[src/sv/aes_pkg.sv]
// ----------------------------------------------------------------------------
// AES-128 package
// Shared types, S-box tables and round helper functions.
// ----------------------------------------------------------------------------
`default_nettype none
package aes_pkg;

  localparam int NumRounds   = 10;
  localparam int NumKeyWords = 44;

  typedef logic [3:0]   round_t;
  typedef logic [5:0]   kw_idx_t;
  typedef logic [127:0] blk_t;

  localparam logic [0:0] CfgKeyHigh = 1'b0;
  localparam logic [0:0] CfgKeyLow  = 1'b1;

  // Commands from controller to datapath and key expansion
  typedef struct packed {
    logic   load;      // capture input block, apply first round key
    logic   round;     // run one round
    logic   last;      // round without mix columns
    logic   decrypt;
    round_t rnd;       // round key to use
    logic   kx_start;  // restart key expansion
  } aes_cmd_t;

  typedef struct packed {
    logic kx_busy;
  } aes_sts_t;

  function automatic logic [7:0] xt(input logic [7:0] a);
    xt = {a[6:0], 1'b0} ^ (a[7] ? 8'h1b : 8'h00);
  endfunction

  function automatic logic [7:0] sbox(input logic [7:0] x);
    logic [7:0] t [256];
    t = '{
      8'h63,8'h7c,8'h77,8'h7b,8'hf2,8'h6b,8'h6f,8'hc5,8'h30,8'h01,8'h67,8'h2b,8'hfe,8'hd7,8'hab,8'h76,
      8'hca,8'h82,8'hc9,8'h7d,8'hfa,8'h59,8'h47,8'hf0,8'had,8'hd4,8'ha2,8'haf,8'h9c,8'ha4,8'h72,8'hc0,
      8'hb7,8'hfd,8'h93,8'h26,8'h36,8'h3f,8'hf7,8'hcc,8'h34,8'ha5,8'he5,8'hf1,8'h71,8'hd8,8'h31,8'h15,
      8'h04,8'hc7,8'h23,8'hc3,8'h18,8'h96,8'h05,8'h9a,8'h07,8'h12,8'h80,8'he2,8'heb,8'h27,8'hb2,8'h75,
      8'h09,8'h83,8'h2c,8'h1a,8'h1b,8'h6e,8'h5a,8'ha0,8'h52,8'h3b,8'hd6,8'hb3,8'h29,8'he3,8'h2f,8'h84,
      8'h53,8'hd1,8'h00,8'hed,8'h20,8'hfc,8'hb1,8'h5b,8'h6a,8'hcb,8'hbe,8'h39,8'h4a,8'h4c,8'h58,8'hcf,
      8'hd0,8'hef,8'haa,8'hfb,8'h43,8'h4d,8'h33,8'h85,8'h45,8'hf9,8'h02,8'h7f,8'h50,8'h3c,8'h9f,8'ha8,
      8'h51,8'ha3,8'h40,8'h8f,8'h92,8'h9d,8'h38,8'hf5,8'hbc,8'hb6,8'hda,8'h21,8'h10,8'hff,8'hf3,8'hd2,
      8'hcd,8'h0c,8'h13,8'hec,8'h5f,8'h97,8'h44,8'h17,8'hc4,8'ha7,8'h7e,8'h3d,8'h64,8'h5d,8'h19,8'h73,
      8'h60,8'h81,8'h4f,8'hdc,8'h22,8'h2a,8'h90,8'h88,8'h46,8'hee,8'hb8,8'h14,8'hde,8'h5e,8'h0b,8'hdb,
      8'he0,8'h32,8'h3a,8'h0a,8'h49,8'h06,8'h24,8'h5c,8'hc2,8'hd3,8'hac,8'h62,8'h91,8'h95,8'he4,8'h79,
      8'he7,8'hc8,8'h37,8'h6d,8'h8d,8'hd5,8'h4e,8'ha9,8'h6c,8'h56,8'hf4,8'hea,8'h65,8'h7a,8'hae,8'h08,
      8'hba,8'h78,8'h25,8'h2e,8'h1c,8'ha6,8'hb4,8'hc6,8'he8,8'hdd,8'h74,8'h1f,8'h4b,8'hbd,8'h8b,8'h8a,
      8'h70,8'h3e,8'hb5,8'h66,8'h48,8'h03,8'hf6,8'h0e,8'h61,8'h35,8'h57,8'hb9,8'h86,8'hc1,8'h1d,8'h9e,
      8'he1,8'hf8,8'h98,8'h11,8'h69,8'hd9,8'h8e,8'h94,8'h9b,8'h1e,8'h87,8'he9,8'hce,8'h55,8'h28,8'hdf,
      8'h8c,8'ha1,8'h89,8'h0d,8'hbf,8'he6,8'h42,8'h68,8'h41,8'h99,8'h2d,8'h0f,8'hb0,8'h54,8'hbb,8'h16};
    sbox = t[x];
  endfunction

  function automatic logic [7:0] inv_sbox(input logic [7:0] x);
    logic [7:0] t [256];
    t = '{
      8'h52,8'h09,8'h6a,8'hd5,8'h30,8'h36,8'ha5,8'h38,8'hbf,8'h40,8'ha3,8'h9e,8'h81,8'hf3,8'hd7,8'hfb,
      8'h7c,8'he3,8'h39,8'h82,8'h9b,8'h2f,8'hff,8'h87,8'h34,8'h8e,8'h43,8'h44,8'hc4,8'hde,8'he9,8'hcb,
      8'h54,8'h7b,8'h94,8'h32,8'ha6,8'hc2,8'h23,8'h3d,8'hee,8'h4c,8'h95,8'h0b,8'h42,8'hfa,8'hc3,8'h4e,
      8'h08,8'h2e,8'ha1,8'h66,8'h28,8'hd9,8'h24,8'hb2,8'h76,8'h5b,8'ha2,8'h49,8'h6d,8'h8b,8'hd1,8'h25,
      8'h72,8'hf8,8'hf6,8'h64,8'h86,8'h68,8'h98,8'h16,8'hd4,8'ha4,8'h5c,8'hcc,8'h5d,8'h65,8'hb6,8'h92,
      8'h6c,8'h70,8'h48,8'h50,8'hfd,8'hed,8'hb9,8'hda,8'h5e,8'h15,8'h46,8'h57,8'ha7,8'h8d,8'h9d,8'h84,
      8'h90,8'hd8,8'hab,8'h00,8'h8c,8'hbc,8'hd3,8'h0a,8'hf7,8'he4,8'h58,8'h05,8'hb8,8'hb3,8'h45,8'h06,
      8'hd0,8'h2c,8'h1e,8'h8f,8'hca,8'h3f,8'h0f,8'h02,8'hc1,8'haf,8'hbd,8'h03,8'h01,8'h13,8'h8a,8'h6b,
      8'h3a,8'h91,8'h11,8'h41,8'h4f,8'h67,8'hdc,8'hea,8'h97,8'hf2,8'hcf,8'hce,8'hf0,8'hb4,8'he6,8'h73,
      8'h96,8'hac,8'h74,8'h22,8'he7,8'had,8'h35,8'h85,8'he2,8'hf9,8'h37,8'he8,8'h1c,8'h75,8'hdf,8'h6e,
      8'h47,8'hf1,8'h1a,8'h71,8'h1d,8'h29,8'hc5,8'h89,8'h6f,8'hb7,8'h62,8'h0e,8'haa,8'h18,8'hbe,8'h1b,
      8'hfc,8'h56,8'h3e,8'h4b,8'hc6,8'hd2,8'h79,8'h20,8'h9a,8'hdb,8'hc0,8'hfe,8'h78,8'hcd,8'h5a,8'hf4,
      8'h1f,8'hdd,8'ha8,8'h33,8'h88,8'h07,8'hc7,8'h31,8'hb1,8'h12,8'h10,8'h59,8'h27,8'h80,8'hec,8'h5f,
      8'h60,8'h51,8'h7f,8'ha9,8'h19,8'hb5,8'h4a,8'h0d,8'h2d,8'he5,8'h7a,8'h9f,8'h93,8'hc9,8'h9c,8'hef,
      8'ha0,8'he0,8'h3b,8'h4d,8'hae,8'h2a,8'hf5,8'hb0,8'hc8,8'heb,8'hbb,8'h3c,8'h83,8'h53,8'h99,8'h61,
      8'h17,8'h2b,8'h04,8'h7e,8'hba,8'h77,8'hd6,8'h26,8'he1,8'h69,8'h14,8'h63,8'h55,8'h21,8'h0c,8'h7d};
    inv_sbox = t[x];
  endfunction

  // byte i of the block (byte 0 = bits 127:120)
  function automatic logic [7:0] bget(input blk_t b, input int i);
    bget = b[127-8*i -: 8];
  endfunction

  function automatic blk_t enc_round(input blk_t s, input logic last);
    blk_t t, m;
    logic [7:0] a0, a1, a2, a3;
    for (int c = 0; c < 4; c++)
      for (int r = 0; r < 4; r++)
        t[127-8*(r+4*c) -: 8] = sbox(bget(s, r + 4*((c+r)%4)));
    for (int c = 0; c < 4; c++) begin
      a0 = bget(t, 4*c); a1 = bget(t, 4*c+1); a2 = bget(t, 4*c+2); a3 = bget(t, 4*c+3);
      m[127-32*c -: 8]  = xt(a0) ^ xt(a1) ^ a1 ^ a2 ^ a3;
      m[119-32*c -: 8]  = a0 ^ xt(a1) ^ xt(a2) ^ a2 ^ a3;
      m[111-32*c -: 8]  = a0 ^ a1 ^ xt(a2) ^ xt(a3) ^ a3;
      m[103-32*c -: 8]  = xt(a0) ^ a0 ^ a1 ^ a2 ^ xt(a3);
    end
    enc_round = last ? t : m;
  endfunction

  function automatic logic [7:0] mul_e(input logic [7:0] a);
    logic [7:0] a2, a4, a8;
    a2 = xt(a); a4 = xt(a2); a8 = xt(a4);
    mul_e = a8 ^ a4 ^ a2;
  endfunction
  function automatic logic [7:0] mul_b(input logic [7:0] a);
    logic [7:0] a2, a4, a8;
    a2 = xt(a); a4 = xt(a2); a8 = xt(a4);
    mul_b = a8 ^ a2 ^ a;
  endfunction
  function automatic logic [7:0] mul_d(input logic [7:0] a);
    logic [7:0] a2, a4, a8;
    a2 = xt(a); a4 = xt(a2); a8 = xt(a4);
    mul_d = a8 ^ a4 ^ a;
  endfunction
  function automatic logic [7:0] mul_9(input logic [7:0] a);
    logic [7:0] a2, a4, a8;
    a2 = xt(a); a4 = xt(a2); a8 = xt(a4);
    mul_9 = a8 ^ a;
  endfunction

  function automatic blk_t inv_mix(input blk_t s);
    blk_t m;
    logic [7:0] a0, a1, a2, a3;
    for (int c = 0; c < 4; c++) begin
      a0 = bget(s, 4*c); a1 = bget(s, 4*c+1); a2 = bget(s, 4*c+2); a3 = bget(s, 4*c+3);
      m[127-32*c -: 8] = mul_e(a0) ^ mul_b(a1) ^ mul_d(a2) ^ mul_9(a3);
      m[119-32*c -: 8] = mul_9(a0) ^ mul_e(a1) ^ mul_b(a2) ^ mul_d(a3);
      m[111-32*c -: 8] = mul_d(a0) ^ mul_9(a1) ^ mul_e(a2) ^ mul_b(a3);
      m[103-32*c -: 8] = mul_b(a0) ^ mul_d(a1) ^ mul_9(a2) ^ mul_e(a3);
    end
    inv_mix = m;
  endfunction

  // inverse shift rows and inverse sub bytes
  function automatic blk_t dec_sub_shift(input blk_t s);
    blk_t t;
    for (int c = 0; c < 4; c++)
      for (int r = 0; r < 4; r++)
        t[127-8*(r + 4*((c+r)%4)) -: 8] = inv_sbox(bget(s, r+4*c));
    dec_sub_shift = t;
  endfunction

endpackage
`default_nettype wire

[src/sv/aes_key_exp.sv]
// ----------------------------------------------------------------------------
// AES-128 key expansion
// Computes one round key (four words) per cycle into a 44-word store.
// ----------------------------------------------------------------------------
`default_nettype none
module aes_key_exp import aes_pkg::*; (
  input  wire logic         clk,
  input  wire logic         rst,
  input  wire logic         start,
  input  wire logic [127:0] key,
  input  wire round_t       rd_round,
  output logic [127:0]      rd_key,
  output logic              busy
);

  logic [127:0] rk [NumRounds+1];
  logic [127:0] cur;
  logic [7:0]   rc;
  round_t       cnt;
  logic [127:0] nxt;
  logic [31:0]  tw, w0, w1, w2, w3;

  always_comb begin
    tw = {sbox(cur[23:16]), sbox(cur[15:8]), sbox(cur[7:0]), sbox(cur[31:24])}
         ^ {rc, 24'h0};
    w0 = cur[127:96] ^ tw;
    w1 = cur[95:64] ^ w0;
    w2 = cur[63:32] ^ w1;
    w3 = cur[31:0] ^ w2;
    nxt = {w0, w1, w2, w3};
  end

  always_ff @(posedge clk) begin
    if (rst) begin
      busy <= 1'b0;
      cnt  <= '0;
    end else if (start) begin
      busy <= 1'b1;
      cnt  <= 4'd1;
    end else if (busy) begin
      cnt <= cnt + 4'd1;
      if (cnt == round_t'(NumRounds)) busy <= 1'b0;
    end
  end

  always_ff @(posedge clk) begin
    if (start) begin
      cur   <= key;
      rk[0] <= key;
      rc    <= 8'h01;
    end else if (busy) begin
      cur     <= nxt;
      rk[cnt] <= nxt;
      rc      <= xt(rc);
    end
  end

  assign rd_key = rk[rd_round];

`ifndef SYNTH
  a_cnt_range: assert property (@(posedge clk) disable iff (rst)
    busy |-> (cnt >= 4'd1 && cnt <= round_t'(NumRounds)))
    else $error("key expansion counter out of range");
  a_busy_len: assert property (@(posedge clk) disable iff (rst)
    (busy && cnt == round_t'(NumRounds) && !start) |=> !busy)
    else $error("key expansion overran");
  a_start: assert property (@(posedge clk) disable iff (rst)
    (start && !rst) |=> busy && cnt == 4'd1)
    else $error("key expansion did not start");
`endif

endmodule
`default_nettype wire

[config.mk]
export PLATFORM = sky130hd
export DESIGN_NAME = aes_key_exp
export DESIGN_NICKNAME = d
export VERILOG_FILES = /design/src/sv/aes_pkg.sv /design/src/sv/aes_key_exp.sv
export SDC_FILE = /design/constraint.sdc
export NUM_CORES = 2
export LEC_CHECK = 0
export ABC_AREA = 1
export BUFFER_PORTS_ARGS = -buffer_cell sky130_fd_sc_hd__buf_2
export CORE_ASPECT_RATIO = 1.5
export CORE_MARGIN = 3
export CORE_UTILIZATION = 57
export DETAILED_ROUTE_END_ITERATION = 6
export HOLD_SLACK_MARGIN = 0.15
export PLACE_DENSITY = 0.77
export SYNTH_ARGS = -nofsm -noshare
export SYNTH_HDL_FRONTEND = slang
export SYNTH_SLANG_ARGS = --single-unit
[constraint.sdc]
create_clock -name clk -period 10.7 [get_ports clk]
set_clock_uncertainty 0.15 [all_clocks]
set_input_delay 0.535 -clock clk [delete_from_list [all_inputs] [get_ports clk]]
set_output_delay 0.535 -clock clk [all_outputs]
set_load 0.05 [all_outputs]
==> reports/metrics.cfg <==
[synthesis]
avgSynthCellArea_um2=9.81
synth_top_family_by_area=simple AND/OR/NAND/NOR gates
muxShareOfSynthArea_pct=0
synthArstFlopShare_pct=0
synth_edf_count=1536
yosysSeqAreaShare_pct=61.9
synth_flop_cell=edfxtp_1
yosysUniqueCellTypes=37
syn_inst=7637
synth_compound_area_share_pct=11.9
synth-adder-area-share_pct=1.04
syn-cell-area_mm2=0.0749
yosysWarnings=0
syn_nets=7834
ys_seq_elements=1549
yosys.area_share.simple_pct=20.8
synth_xor_area_share_pct=0.0935

[sta]
setup_tns_ns=0
period_share_pct=49.4
drv_slew=0
max_freq_mhz=189
setup_viol=0
hold_viol=0
maxSlewHeadroom_pct=10.6
worst_slew_pin_slew_ns=1.33
rsz0062_at_grt=no
period_needed_ns=5.29

[setup_path]
cp_data_required_time_ns=10.87
ff2ff_path_depth=18
end_kind=flip-flop
crit-reg2reg-launch=cur[8]
slowest_stage=edfxtp_1
regToRegSetupSlack_ns=5.41
crit_path_frequent_cell=nand2_1
arrival_ns=5.46
reg2reg_to=rk[2][17]
cp-endpoint=rk[2][17]
crit_type=reg -> reg
crit_chain=inv_2 -> ha_1 -> nand2_1 -> nand2_1 -> inv_1 -> nand2_1 -> nand3_1 -> nand3_1 -> nand3_1 -> nand3_1 -> nand3_1 -> nand2_1 -> nand2_1 -> nand3_1 -> nand2_1 -> nand2_1 -> nand3_1 -> nand2_1
startpoint_type=flip-flop
critPathLaunch=cur[8]
crit_buf_inv=2
crit_cells=18
critPathMaxFanout=12
critPathMaxStageDelay_ns=0.83
critPathTopFamily=simple AND/OR/NAND/NOR gates

[routing]
wl_per_cell_um=28.0
topRoutingLayerUsed=met5
drtIter0Drc=9272
vias=63103
drtAntennaViolNets=0
wirelength_met1_mm=95.3
wl_met2_mm=124
routed_via_density=6.53
routed_wl_mm=270
firstDrtPassIters=7
drcViolationCount=5
wl_met3_mm=30.3

[status]
status=finished, violations left
violations=design-rule violations

[clock_network]
cts_resized=0
cts_tree=built
cts.sink_count=1549
root_buffer=clkbuf_16
htree_levels=4
clockBufferDepth=3
insertion_delay_ns=0.79
clk_pin_slew_ns=0.07
cts_buffers=138

[placement]
dp_hpwl_mm=172
portBuffers=263
gp_congestion=1.08

[job]
cap_violations=0

[floorplanning]
die_w_um=302
initial_core_util_pct=57.5
coreArea_mm2=0.130
die_h_um=450
ioPinCount=264
rows=162
dieArea_mm2=0.136

[grt]
grt_overflow=0
grt_util_all_layers_pct=38.9
grt_pass1_wl_mm=389
grt_pass1_vias=59371
grt_antenna_before_repair=16
grt_max_degree=254

[layout]
syn_to_final_growth_pct=11.4
finalNetCount=8005
utilization_pct=64.0
drive_gt1_share_pct=8.93

[power]
p_leak_nw=30.9
power_per_cell_area_mw_per_mm2=213
ir_worst_vdd_uv=179

[worst_hold_path]
hp-class=reg -> reg

==> synth_stat cells (all sizes together), types with 13 or more instances <==
master | n | area share, %
inv | 251 | 1.3
a211oi | 25 | 0.25
clkbuf | 359 | 1.8
o21ai | 992 | 6.6
nand2 | 1635 | 8.3
o22ai | 134 | 1.1
nand4 | 24 | 0.20
nand3 | 1193 | 8.0
a31oi | 29 | 0.24
a21oi | 120 | 0.83
dfxtp | 13 | 0.35
ha | 62 | 1.0
or2 | 24 | 0.20
nand3b | 18 | 0.18
o211ai | 154 | 1.5
buf | 165 | 1.2
o221ai | 106 | 1.2
nor2 | 775 | 3.9
edfxtp | 1536 | 62
==> registers in the layout, summed over array words and instances (netlist names) <==
name  count
cur     128
rk     1408
busy      1
rc        8
cnt       4
==> cells by family after synthesis <==
kind of cell             after synthesis
AND/OR/NAND/NOR                     3674
AO/OA/AOI/OAI                       1562
flip-flops                          1549
buffers and inverters                782
adder cells (fa/ha/maj)               62
XOR/XNOR                               8
==> layout by cell type, fill, tap and decap left out, types with 11 or more instances in the layout <==
cell type,n
a31oi_1,29
nand2_2,20
inv_2,14
clkinv_2,28
dlygate4sd3_1,141
edfxtp_1,1536
o211ai_1,154
ha_1,62
nor2_1,760
buf_4,139
clkbuf_1,24
o21ai_0,932
nand3b_1,18
nand3_1,1190
nand2_1,1613
buf_12,11
o221ai_1,106
o21ai_1,54
diode_2,22
inv_1,230
clkbuf_16,142
nand4_1,24
or2_2,24
buf_2,258
dfxtp_1,13
a211oi_1,24
a21oi_1,115
o22ai_1,134
clkinv_1,41
==> where the power goes <==
| part | switching [mW] | leakage [nW] | internal, mW |
|---|---|---|---|
| clock | 2.21 | 2.14 | 2.65 |
| sequential | 0.139 | 14.2 | 7.11 |
| combinational | 4.30 | 14.5 | 1.39 |
| total | 6.65 | 30.9 | 11.1 |
==> worst min-delay path: stages, from the launching register on <==
cell and delay, ns:
dfxtp_1 0.34, nor2_1 0.11, a21oi_1 0.04
==> cell type report <==
cell class / count / area, µm²
Multi-Input combinational cell: 5306 / 25400
Clock buffer: 166 / 3640
Inverter: 258 / 1000
Clock inverter: 87 / 738
Fill cell: 10165 / 46900
Tap cell: 1722 / 2150
Timing Repair Buffer: 555 / 4040
Sequential cell: 1549 / 46400
Antenna cell: 22 / 55.1
==> per-layer routing <==
metal	GRT usage, %	vias up
li1	-	27705
met1	49.2	30328
met2	60.4	4180
met3	8.93	886
met4	25.2	4
met5	0	-
==> how the worst min path moves through the flow <==
stage          startpoint     end  depth (start not counted)
2_1_floorplan       rc[1]   rc[2]                          2
3_3_place_gp       cnt[1]  cnt[1]                          2
3_5_place_dp        rc[0]   rc[0]                          2
4_1_cts             rc[0]   rc[0]                          2
5_1_grt             rc[0]   rc[0]                          2
6_report            rc[0]   rc[0]                          2
==> stage by stage <==
stage	hold WS (ns)	setup WS, ns	area [µm²]	std cells	total power [mW]
2_1_floorplan	0.325	2.96	74900	7637	10.9
3_3_place_gp	0.362	5.59	77600	9248	12.8
3_5_place_dp	0.376	5.63	77600	9248	12.8
4_1_cts	0.385	5.61	83400	9642	17.6
5_1_grt	0.400	5.37	83400	9648	18.4
6_report	0.383	5.41	83500	9665	17.8
==> timing repair <==
action                    4_1_cts  5_1_grt
setup buffers                   0        0
hold endpoints to repair      169        0
hold buffers                  141        0
Power figures use the tool's default switching activity.
