`config.mk`:
```
export PLATFORM = sky130hd
export DESIGN_NAME = aes_ctrl
export DESIGN_NICKNAME = d
export VERILOG_FILES = /design/src/sv/aes_pkg.sv /design/src/sv/aes_ctrl.sv
export SDC_FILE = /design/constraint.sdc
export NUM_CORES = 1
export LEC_CHECK = 0
export ABC_AREA = 1
export BUFFER_PORTS_ARGS = -buffer_cell sky130_fd_sc_hd__buf_2
export CORE_UTILIZATION = 40
export DETAILED_ROUTE_END_ITERATION = 8
export GPL_ROUTABILITY_DRIVEN = 0
export GPL_TIMING_DRIVEN = 0
export PLACE_DENSITY_LB_ADDON = 0.08
export SETUP_SLACK_MARGIN = 0.1
export SLEW_MARGIN = 20
export SYNTH_ARGS = -nofsm -noshare
export SYNTH_HDL_FRONTEND = slang
export SYNTH_SLANG_ARGS = --single-unit
```
`constraint.sdc`:
```
create_clock -name clk -period 1.8 [get_ports clk]
set_input_delay 0.18 -clock clk [delete_from_list [all_inputs] [get_ports clk]]
set_output_delay 0.18 -clock clk [all_outputs]
set_load 0.02 [all_outputs]
```
`src/sv/aes_pkg.sv`:
```
// ----------------------------------------------------------------------------
// AES-128 package
// Shared types, S-box tables and round helper functions.
// ----------------------------------------------------------------------------
`default_nettype none
package aes_pkg;

  localparam int NumRounds   = 10;
  localparam int NumKeyWords = 44;

  typedef logic [3:0]   round_t;
  typedef logic [5:0]   kw_idx_t;
  typedef logic [127:0] blk_t;

  localparam logic [0:0] CfgKeyHigh = 1'b0;
  localparam logic [0:0] CfgKeyLow  = 1'b1;

  // Commands from controller to datapath and key expansion
  typedef struct packed {
    logic   load;      // capture input block, apply first round key
    logic   round;     // run one round
    logic   last;      // round without mix columns
    logic   decrypt;
    round_t rnd;       // round key to use
    logic   kx_start;  // restart key expansion
  } aes_cmd_t;

  typedef struct packed {
    logic kx_busy;
  } aes_sts_t;

  function automatic logic [7:0] xt(input logic [7:0] a);
    xt = {a[6:0], 1'b0} ^ (a[7] ? 8'h1b : 8'h00);
  endfunction

  function automatic logic [7:0] sbox(input logic [7:0] x);
    logic [7:0] t [256];
    t = '{
      8'h63,8'h7c,8'h77,8'h7b,8'hf2,8'h6b,8'h6f,8'hc5,8'h30,8'h01,8'h67,8'h2b,8'hfe,8'hd7,8'hab,8'h76,
      8'hca,8'h82,8'hc9,8'h7d,8'hfa,8'h59,8'h47,8'hf0,8'had,8'hd4,8'ha2,8'haf,8'h9c,8'ha4,8'h72,8'hc0,
      8'hb7,8'hfd,8'h93,8'h26,8'h36,8'h3f,8'hf7,8'hcc,8'h34,8'ha5,8'he5,8'hf1,8'h71,8'hd8,8'h31,8'h15,
      8'h04,8'hc7,8'h23,8'hc3,8'h18,8'h96,8'h05,8'h9a,8'h07,8'h12,8'h80,8'he2,8'heb,8'h27,8'hb2,8'h75,
      8'h09,8'h83,8'h2c,8'h1a,8'h1b,8'h6e,8'h5a,8'ha0,8'h52,8'h3b,8'hd6,8'hb3,8'h29,8'he3,8'h2f,8'h84,
      8'h53,8'hd1,8'h00,8'hed,8'h20,8'hfc,8'hb1,8'h5b,8'h6a,8'hcb,8'hbe,8'h39,8'h4a,8'h4c,8'h58,8'hcf,
      8'hd0,8'hef,8'haa,8'hfb,8'h43,8'h4d,8'h33,8'h85,8'h45,8'hf9,8'h02,8'h7f,8'h50,8'h3c,8'h9f,8'ha8,
      8'h51,8'ha3,8'h40,8'h8f,8'h92,8'h9d,8'h38,8'hf5,8'hbc,8'hb6,8'hda,8'h21,8'h10,8'hff,8'hf3,8'hd2,
      8'hcd,8'h0c,8'h13,8'hec,8'h5f,8'h97,8'h44,8'h17,8'hc4,8'ha7,8'h7e,8'h3d,8'h64,8'h5d,8'h19,8'h73,
      8'h60,8'h81,8'h4f,8'hdc,8'h22,8'h2a,8'h90,8'h88,8'h46,8'hee,8'hb8,8'h14,8'hde,8'h5e,8'h0b,8'hdb,
      8'he0,8'h32,8'h3a,8'h0a,8'h49,8'h06,8'h24,8'h5c,8'hc2,8'hd3,8'hac,8'h62,8'h91,8'h95,8'he4,8'h79,
      8'he7,8'hc8,8'h37,8'h6d,8'h8d,8'hd5,8'h4e,8'ha9,8'h6c,8'h56,8'hf4,8'hea,8'h65,8'h7a,8'hae,8'h08,
      8'hba,8'h78,8'h25,8'h2e,8'h1c,8'ha6,8'hb4,8'hc6,8'he8,8'hdd,8'h74,8'h1f,8'h4b,8'hbd,8'h8b,8'h8a,
      8'h70,8'h3e,8'hb5,8'h66,8'h48,8'h03,8'hf6,8'h0e,8'h61,8'h35,8'h57,8'hb9,8'h86,8'hc1,8'h1d,8'h9e,
      8'he1,8'hf8,8'h98,8'h11,8'h69,8'hd9,8'h8e,8'h94,8'h9b,8'h1e,8'h87,8'he9,8'hce,8'h55,8'h28,8'hdf,
      8'h8c,8'ha1,8'h89,8'h0d,8'hbf,8'he6,8'h42,8'h68,8'h41,8'h99,8'h2d,8'h0f,8'hb0,8'h54,8'hbb,8'h16};
    sbox = t[x];
  endfunction

  function automatic logic [7:0] inv_sbox(input logic [7:0] x);
    logic [7:0] t [256];
    t = '{
      8'h52,8'h09,8'h6a,8'hd5,8'h30,8'h36,8'ha5,8'h38,8'hbf,8'h40,8'ha3,8'h9e,8'h81,8'hf3,8'hd7,8'hfb,
      8'h7c,8'he3,8'h39,8'h82,8'h9b,8'h2f,8'hff,8'h87,8'h34,8'h8e,8'h43,8'h44,8'hc4,8'hde,8'he9,8'hcb,
      8'h54,8'h7b,8'h94,8'h32,8'ha6,8'hc2,8'h23,8'h3d,8'hee,8'h4c,8'h95,8'h0b,8'h42,8'hfa,8'hc3,8'h4e,
      8'h08,8'h2e,8'ha1,8'h66,8'h28,8'hd9,8'h24,8'hb2,8'h76,8'h5b,8'ha2,8'h49,8'h6d,8'h8b,8'hd1,8'h25,
      8'h72,8'hf8,8'hf6,8'h64,8'h86,8'h68,8'h98,8'h16,8'hd4,8'ha4,8'h5c,8'hcc,8'h5d,8'h65,8'hb6,8'h92,
      8'h6c,8'h70,8'h48,8'h50,8'hfd,8'hed,8'hb9,8'hda,8'h5e,8'h15,8'h46,8'h57,8'ha7,8'h8d,8'h9d,8'h84,
      8'h90,8'hd8,8'hab,8'h00,8'h8c,8'hbc,8'hd3,8'h0a,8'hf7,8'he4,8'h58,8'h05,8'hb8,8'hb3,8'h45,8'h06,
      8'hd0,8'h2c,8'h1e,8'h8f,8'hca,8'h3f,8'h0f,8'h02,8'hc1,8'haf,8'hbd,8'h03,8'h01,8'h13,8'h8a,8'h6b,
      8'h3a,8'h91,8'h11,8'h41,8'h4f,8'h67,8'hdc,8'hea,8'h97,8'hf2,8'hcf,8'hce,8'hf0,8'hb4,8'he6,8'h73,
      8'h96,8'hac,8'h74,8'h22,8'he7,8'had,8'h35,8'h85,8'he2,8'hf9,8'h37,8'he8,8'h1c,8'h75,8'hdf,8'h6e,
      8'h47,8'hf1,8'h1a,8'h71,8'h1d,8'h29,8'hc5,8'h89,8'h6f,8'hb7,8'h62,8'h0e,8'haa,8'h18,8'hbe,8'h1b,
      8'hfc,8'h56,8'h3e,8'h4b,8'hc6,8'hd2,8'h79,8'h20,8'h9a,8'hdb,8'hc0,8'hfe,8'h78,8'hcd,8'h5a,8'hf4,
      8'h1f,8'hdd,8'ha8,8'h33,8'h88,8'h07,8'hc7,8'h31,8'hb1,8'h12,8'h10,8'h59,8'h27,8'h80,8'hec,8'h5f,
      8'h60,8'h51,8'h7f,8'ha9,8'h19,8'hb5,8'h4a,8'h0d,8'h2d,8'he5,8'h7a,8'h9f,8'h93,8'hc9,8'h9c,8'hef,
      8'ha0,8'he0,8'h3b,8'h4d,8'hae,8'h2a,8'hf5,8'hb0,8'hc8,8'heb,8'hbb,8'h3c,8'h83,8'h53,8'h99,8'h61,
      8'h17,8'h2b,8'h04,8'h7e,8'hba,8'h77,8'hd6,8'h26,8'he1,8'h69,8'h14,8'h63,8'h55,8'h21,8'h0c,8'h7d};
    inv_sbox = t[x];
  endfunction

  // byte i of the block (byte 0 = bits 127:120)
  function automatic logic [7:0] bget(input blk_t b, input int i);
    bget = b[127-8*i -: 8];
  endfunction

  function automatic blk_t enc_round(input blk_t s, input logic last);
    blk_t t, m;
    logic [7:0] a0, a1, a2, a3;
    for (int c = 0; c < 4; c++)
      for (int r = 0; r < 4; r++)
        t[127-8*(r+4*c) -: 8] = sbox(bget(s, r + 4*((c+r)%4)));
    for (int c = 0; c < 4; c++) begin
      a0 = bget(t, 4*c); a1 = bget(t, 4*c+1); a2 = bget(t, 4*c+2); a3 = bget(t, 4*c+3);
      m[127-32*c -: 8]  = xt(a0) ^ xt(a1) ^ a1 ^ a2 ^ a3;
      m[119-32*c -: 8]  = a0 ^ xt(a1) ^ xt(a2) ^ a2 ^ a3;
      m[111-32*c -: 8]  = a0 ^ a1 ^ xt(a2) ^ xt(a3) ^ a3;
      m[103-32*c -: 8]  = xt(a0) ^ a0 ^ a1 ^ a2 ^ xt(a3);
    end
    enc_round = last ? t : m;
  endfunction

  function automatic logic [7:0] mul_e(input logic [7:0] a);
    logic [7:0] a2, a4, a8;
    a2 = xt(a); a4 = xt(a2); a8 = xt(a4);
    mul_e = a8 ^ a4 ^ a2;
  endfunction
  function automatic logic [7:0] mul_b(input logic [7:0] a);
    logic [7:0] a2, a4, a8;
    a2 = xt(a); a4 = xt(a2); a8 = xt(a4);
    mul_b = a8 ^ a2 ^ a;
  endfunction
  function automatic logic [7:0] mul_d(input logic [7:0] a);
    logic [7:0] a2, a4, a8;
    a2 = xt(a); a4 = xt(a2); a8 = xt(a4);
    mul_d = a8 ^ a4 ^ a;
  endfunction
  function automatic logic [7:0] mul_9(input logic [7:0] a);
    logic [7:0] a2, a4, a8;
    a2 = xt(a); a4 = xt(a2); a8 = xt(a4);
    mul_9 = a8 ^ a;
  endfunction

  function automatic blk_t inv_mix(input blk_t s);
    blk_t m;
    logic [7:0] a0, a1, a2, a3;
    for (int c = 0; c < 4; c++) begin
      a0 = bget(s, 4*c); a1 = bget(s, 4*c+1); a2 = bget(s, 4*c+2); a3 = bget(s, 4*c+3);
      m[127-32*c -: 8] = mul_e(a0) ^ mul_b(a1) ^ mul_d(a2) ^ mul_9(a3);
      m[119-32*c -: 8] = mul_9(a0) ^ mul_e(a1) ^ mul_b(a2) ^ mul_d(a3);
      m[111-32*c -: 8] = mul_d(a0) ^ mul_9(a1) ^ mul_e(a2) ^ mul_b(a3);
      m[103-32*c -: 8] = mul_b(a0) ^ mul_d(a1) ^ mul_9(a2) ^ mul_e(a3);
    end
    inv_mix = m;
  endfunction

  // inverse shift rows and inverse sub bytes
  function automatic blk_t dec_sub_shift(input blk_t s);
    blk_t t;
    for (int c = 0; c < 4; c++)
      for (int r = 0; r < 4; r++)
        t[127-8*(r + 4*((c+r)%4)) -: 8] = inv_sbox(bget(s, r+4*c));
    dec_sub_shift = t;
  endfunction

endpackage
`default_nettype wire

```
`src/sv/aes_ctrl.sv`:
```
// ----------------------------------------------------------------------------
// AES-128 controller
// Sequences key expansion and the rounds, and runs both stream handshakes.
// ----------------------------------------------------------------------------
`default_nettype none
module aes_ctrl import aes_pkg::*; (
  input  wire logic   clk,
  input  wire logic   rst,
  input  wire logic   in_valid,
  output logic        in_ready,
  input  wire logic   in_mode,
  output logic        out_valid,
  input  wire logic   out_ready,
  input  wire logic   key_write,
  input  wire aes_sts_t sts,
  output aes_cmd_t    cmd
);

  typedef enum logic [1:0] {ST_INIT, ST_IDLE, ST_RUN, ST_DONE} state_t;
  state_t state;
  round_t cnt;
  logic   dec;

  always_ff @(posedge clk) begin
    if (rst) begin
      state <= ST_INIT;
      cnt   <= '0;
      dec   <= 1'b0;
    end else begin
      unique case (state)
        ST_INIT: if (!sts.kx_busy && !key_write) state <= ST_IDLE;
        ST_IDLE: begin
          if (key_write) state <= ST_INIT;
          else if (in_valid && !sts.kx_busy) begin
            state <= ST_RUN;
            dec   <= in_mode;
            cnt   <= 4'd1;
          end
        end
        ST_RUN: begin
          cnt <= cnt + 4'd1;
          if (cnt == round_t'(NumRounds)) state <= ST_DONE;
        end
        ST_DONE: if (out_ready) state <= ST_IDLE;
        default: state <= ST_INIT;
      endcase
    end
  end

  assign in_ready  = (state == ST_IDLE) && !sts.kx_busy && !key_write;
  assign out_valid = (state == ST_DONE);

  always_comb begin
    cmd          = '0;
    cmd.kx_start = key_write;
    cmd.load     = in_valid && in_ready;
    cmd.round    = (state == ST_RUN);
    cmd.last     = (cnt == round_t'(NumRounds));
    cmd.decrypt  = dec;
    if (state == ST_RUN)
      cmd.rnd = dec ? round_t'(NumRounds) - cnt : cnt;
    else
      cmd.rnd = in_mode ? round_t'(NumRounds) : '0;
  end

`ifndef SYNTH
  a_no_load_busy: assert property (@(posedge clk) disable iff (rst)
    cmd.load |-> !sts.kx_busy)
    else $error("block loaded during key expansion");
  a_run_cnt: assert property (@(posedge clk) disable iff (rst)
    state == ST_RUN |-> (cnt >= 4'd1 && cnt <= round_t'(NumRounds)))
    else $error("round counter out of range");
  a_load_run: assert property (@(posedge clk) disable iff (rst)
    cmd.load |=> state == ST_RUN)
    else $error("accepted block did not start");
`endif

endmodule
`default_nettype wire

```
==> summary.md <==
| Metric | Value |
|---|---|
| Via count | 620 |
| CP Depth | 8 |
| Slew @ Worst Pin | about 0.24 ns |
| Final wirelength | 1350 µm |
| Fill count | 165 |
| Starting density of the core | 0.424 |
| Htree depth | 1 |
| Pins over their slew limit | 0 |
| Status | complete, no violations |
| Reg2reg end | state[1]$_SDFFE_PP0P_ |
| Reg2Reg Setup Slack | 0.45 ns |
| DR pass1 iterations | 4 |
| Sequential share of power | 0.265 |
| Final period utilization | 0.892 |
| Met3 WL post-DR | 34 µm |
| Fmax | between 0.6 and 0.7 GHz |
| Initial DRC Count | 8 |
| FP Rows | 14 |
| Crit. End Element | output pin |
| CTS hold repair buffers | 0 |
| Pleak | 0.424 nW |
| Register area share after synthesis | 0.220 |
| CTS max path bufs | 2 |
| Initial antenna violation count | 0 |
| Synth warn | 0 |
| RSZ-0062 raised after global routing | true |
| Max FO, Critical Path | 6 |
| Hold Vio Cnt, Final | 0 |
| Drt via density | 4.59 |
| # nets final | 134 |
| Worst vdd ir | 0.754 mV |
| Required @ worst endpoint | 1.62 ns |
| Core ar. | 1510 µm² |
| Total GRT Usage | 0.174 |
| Area of the mapped netlist | 638 µm² |
| PD cells | 1220 nW/µm² |
| Area Growth Syn to Fin | 25.3% |
| Clock-pin slew on the worst setup and hold paths | 0.06 ns |
| Crit path kind | register to output pin |
| Slew HR | 0.842 |
| Clock power frac | 0.158 |
| DP HPWL | around 1100 µm |
| PortBufs | 17 |
| Die width | 41.9 µm |
| Syn Inst Count | 96 |
| Psw | around 460 µW |
| WL met1 | approximately 700 µm |
| Boundary pin count | 18 |
| Setup TNS | 0 ns |
| Syn_area_per_cell | 6.65 µm² |
| Register bit total from synthesis | 7 |
| Switching portion of total power | 0.472 |
| Synth area leader | dfxtp_1 |
| CTS tree | built |
| Chip Height | 41.9 µm |
| Period minus WS final | 1.61 ns |
| CTS Buf Count | 3 |
| Routed Antenna Nets | 0 |
| Final Skew | roughly 0.00077 ns |
| First-pass GRT wire length | 2300 µm |
| Drt drc | 0 |
| WL per Instance | approximately 10 µm |
| Yosys top cell area share | 0.220 |
| CP startpoint kind | register |
| Top routing layer in use | met4 |
| Beginning of the critical path | state[0]$_SDFFE_PP0P_ |
| Slowest stage cell, crit path | dfxtp_4 |
| Reg2reg path depth | 8 |
| Worst path max stage delay | about 0.36 ns |
| Root Buffer | clkbuf_4 |
| DIE AREA | 1760 µm² |
| Worst path cell trace | inv_2, ha_2, buf_6, inv_4, a21oi_1, o21ai_1, o21ai_0, buf_2 |
| Unique masters post-synth | 21 |
| Critical path's top delay family | buffers and inverters |
| CP bufs+invs | 4 |
| Worst Hold Class | input pin to register |
| DR WL met2 | between 600 and 700 µm |
| Setup violations, final | 0 |
| Arr. time, crit path | 1.43 ns |
| Combinational share of power | 0.577 |
| Post-Syn Nets | 110 |
| CTS sink count | 7 |
| Total gr overflow | 0 |
| Inserted Diodes | 0 |
| Critical path capture point | cmd[4] |
| Most area-consuming cells after synthesis | dfxtp_1, ha_1, inv_1, nor2_1, o21ai_0 |
| Fraction of layout cells with a size suffix above 1 | 0.370 |
| MaxCap Viol Count | 0 |
| Place WS | 0.317 ns |
| Vias in the first global route | 530 |
| Reg-to-Reg Start | state[0]$_SDFFE_PP0P_ |
| Hold path start | rst |
| Final WS setup | 0.195 ns |
| Clock latency on the worst-skew pair | 0.25 ns |
| Pin count of the biggest net entering global routing | 11 |
| Int Pwr | 515 µW |
==> sequential cells by signal, indices dropped and copies added, names as in the netlist <==
signal and cells:
cnt 4, dec 1, state 2
==> how the worst min path moves through the flow <==
| stage | to | slack [ns] | depth (start not counted) |
|---|---|---|---|
| 6_report | cnt[2]$_SDFFE_PP0P_ | 0.1 | 2 |
| 5_1_grt | cnt[2]$_SDFFE_PP0P_ | 0.09 | 2 |
| 4_1_cts | cnt[2]$_SDFFE_PP0P_ | 0.09 | 2 |
| 3_5_place_dp | cnt[2]$_SDFFE_PP0P_ | 0.36 | 2 |
| 3_3_place_gp | cnt[2]$_SDFFE_PP0P_ | 0.35 | 2 |
| 2_1_floorplan | cnt[2]$_SDFFE_PP0P_ | 0.24 | 1 |
==> metrics by stage <==
step	total power [mW]	util	cells	area [µm²]	hold slack (ns)
finish	0.977	0.531	135	800	0.0955
floorplan	0.648	-	96	638	0.242
global route	1.07	0.531	135	800	0.0919
detailed placement	0.767	0.493	129	743	0.362
CTS	0.930	0.512	133	771	0.0936
global placement	0.756	0.493	129	743	0.353
==> per-layer routing <==
metal  up-vias  GRT usage
li1        343          -
met1       268      0.233
met2         7      0.266
met3         2     0.0391
met4         0     0.0774
met5         -          0
==> layout make-up <==
cell class	instances	area (µm²)	share of cell area
timing repair buffer	19	103	0.128
clock buffer	4	26.3	0.0329
multi-input combinational	66	397	0.496
inverter	20	80.1	0.100
buffer	3	26.3	0.0329
tap	16	20.0	0.0250
sequential	7	148	0.185
==> cells by family (layout without fill, tap and decap cells) <==
group                    count (synthesis)  count (layout)  share of synthesized area
buffers and inverters                   23              46                      0.167
flip-flops                               7               7                      0.220
adder cells (fa/ha/maj)                  7               7                      0.137
AO/OA/AOI/OAI                           19              19                      0.169
XOR/XNOR                                 1               1                     0.0137
AND/OR/NAND/NOR                         39              39                      0.294
==> power groups by stage <==
stage / clock network (mW) / registers, mW / logic [mW]
global placement: 0 / 0.245 / 0.511
global route: 0.168 / 0.269 / 0.630
floorplan: 0 / 0.235 / 0.413
finish: 0.155 / 0.259 / 0.563
detailed placement: 0 / 0.248 / 0.520
CTS: 0.158 / 0.246 / 0.526
==> cell usage after synthesis <==
cell type  count
buf_4          2
nor2_1        14
a21oi_1        6
nor2_4         2
nand3_2        1
o211ai_1       1
dfxtp_1        7
nand3_1        5
o21ai_1        1
ha_1           7
o21bai_2       1
nand2_2        3
o21ai_0        9
inv_1         18
nor2_2         2
a21oi_2        1
inv_4          2
nor3_1         1
buf_6          1
xnor2_1        1
nand2_1       11
==> cell usage in the layout, fill, tap and decap left out, drive strengths merged <==
cell type,instances
xnor2,1
ha,7
o211ai,1
buf,22
a21oi,7
nor3,1
inv,20
dfxtp,7
nand3,6
nor2,18
clkbuf,4
o21ai,10
nand2,14
o21bai,1
==> what timing repair did <==
| item | CTS | global route |
|---|---|---|
| gates cloned | 0 | 0 |
| endpoints found under the setup margin | 2 | 4 |
| gates resized for setup | 1 | 11 |
| buffers inserted | 0 | 2 |
Note: power is estimated with default switching activity, not from simulation.
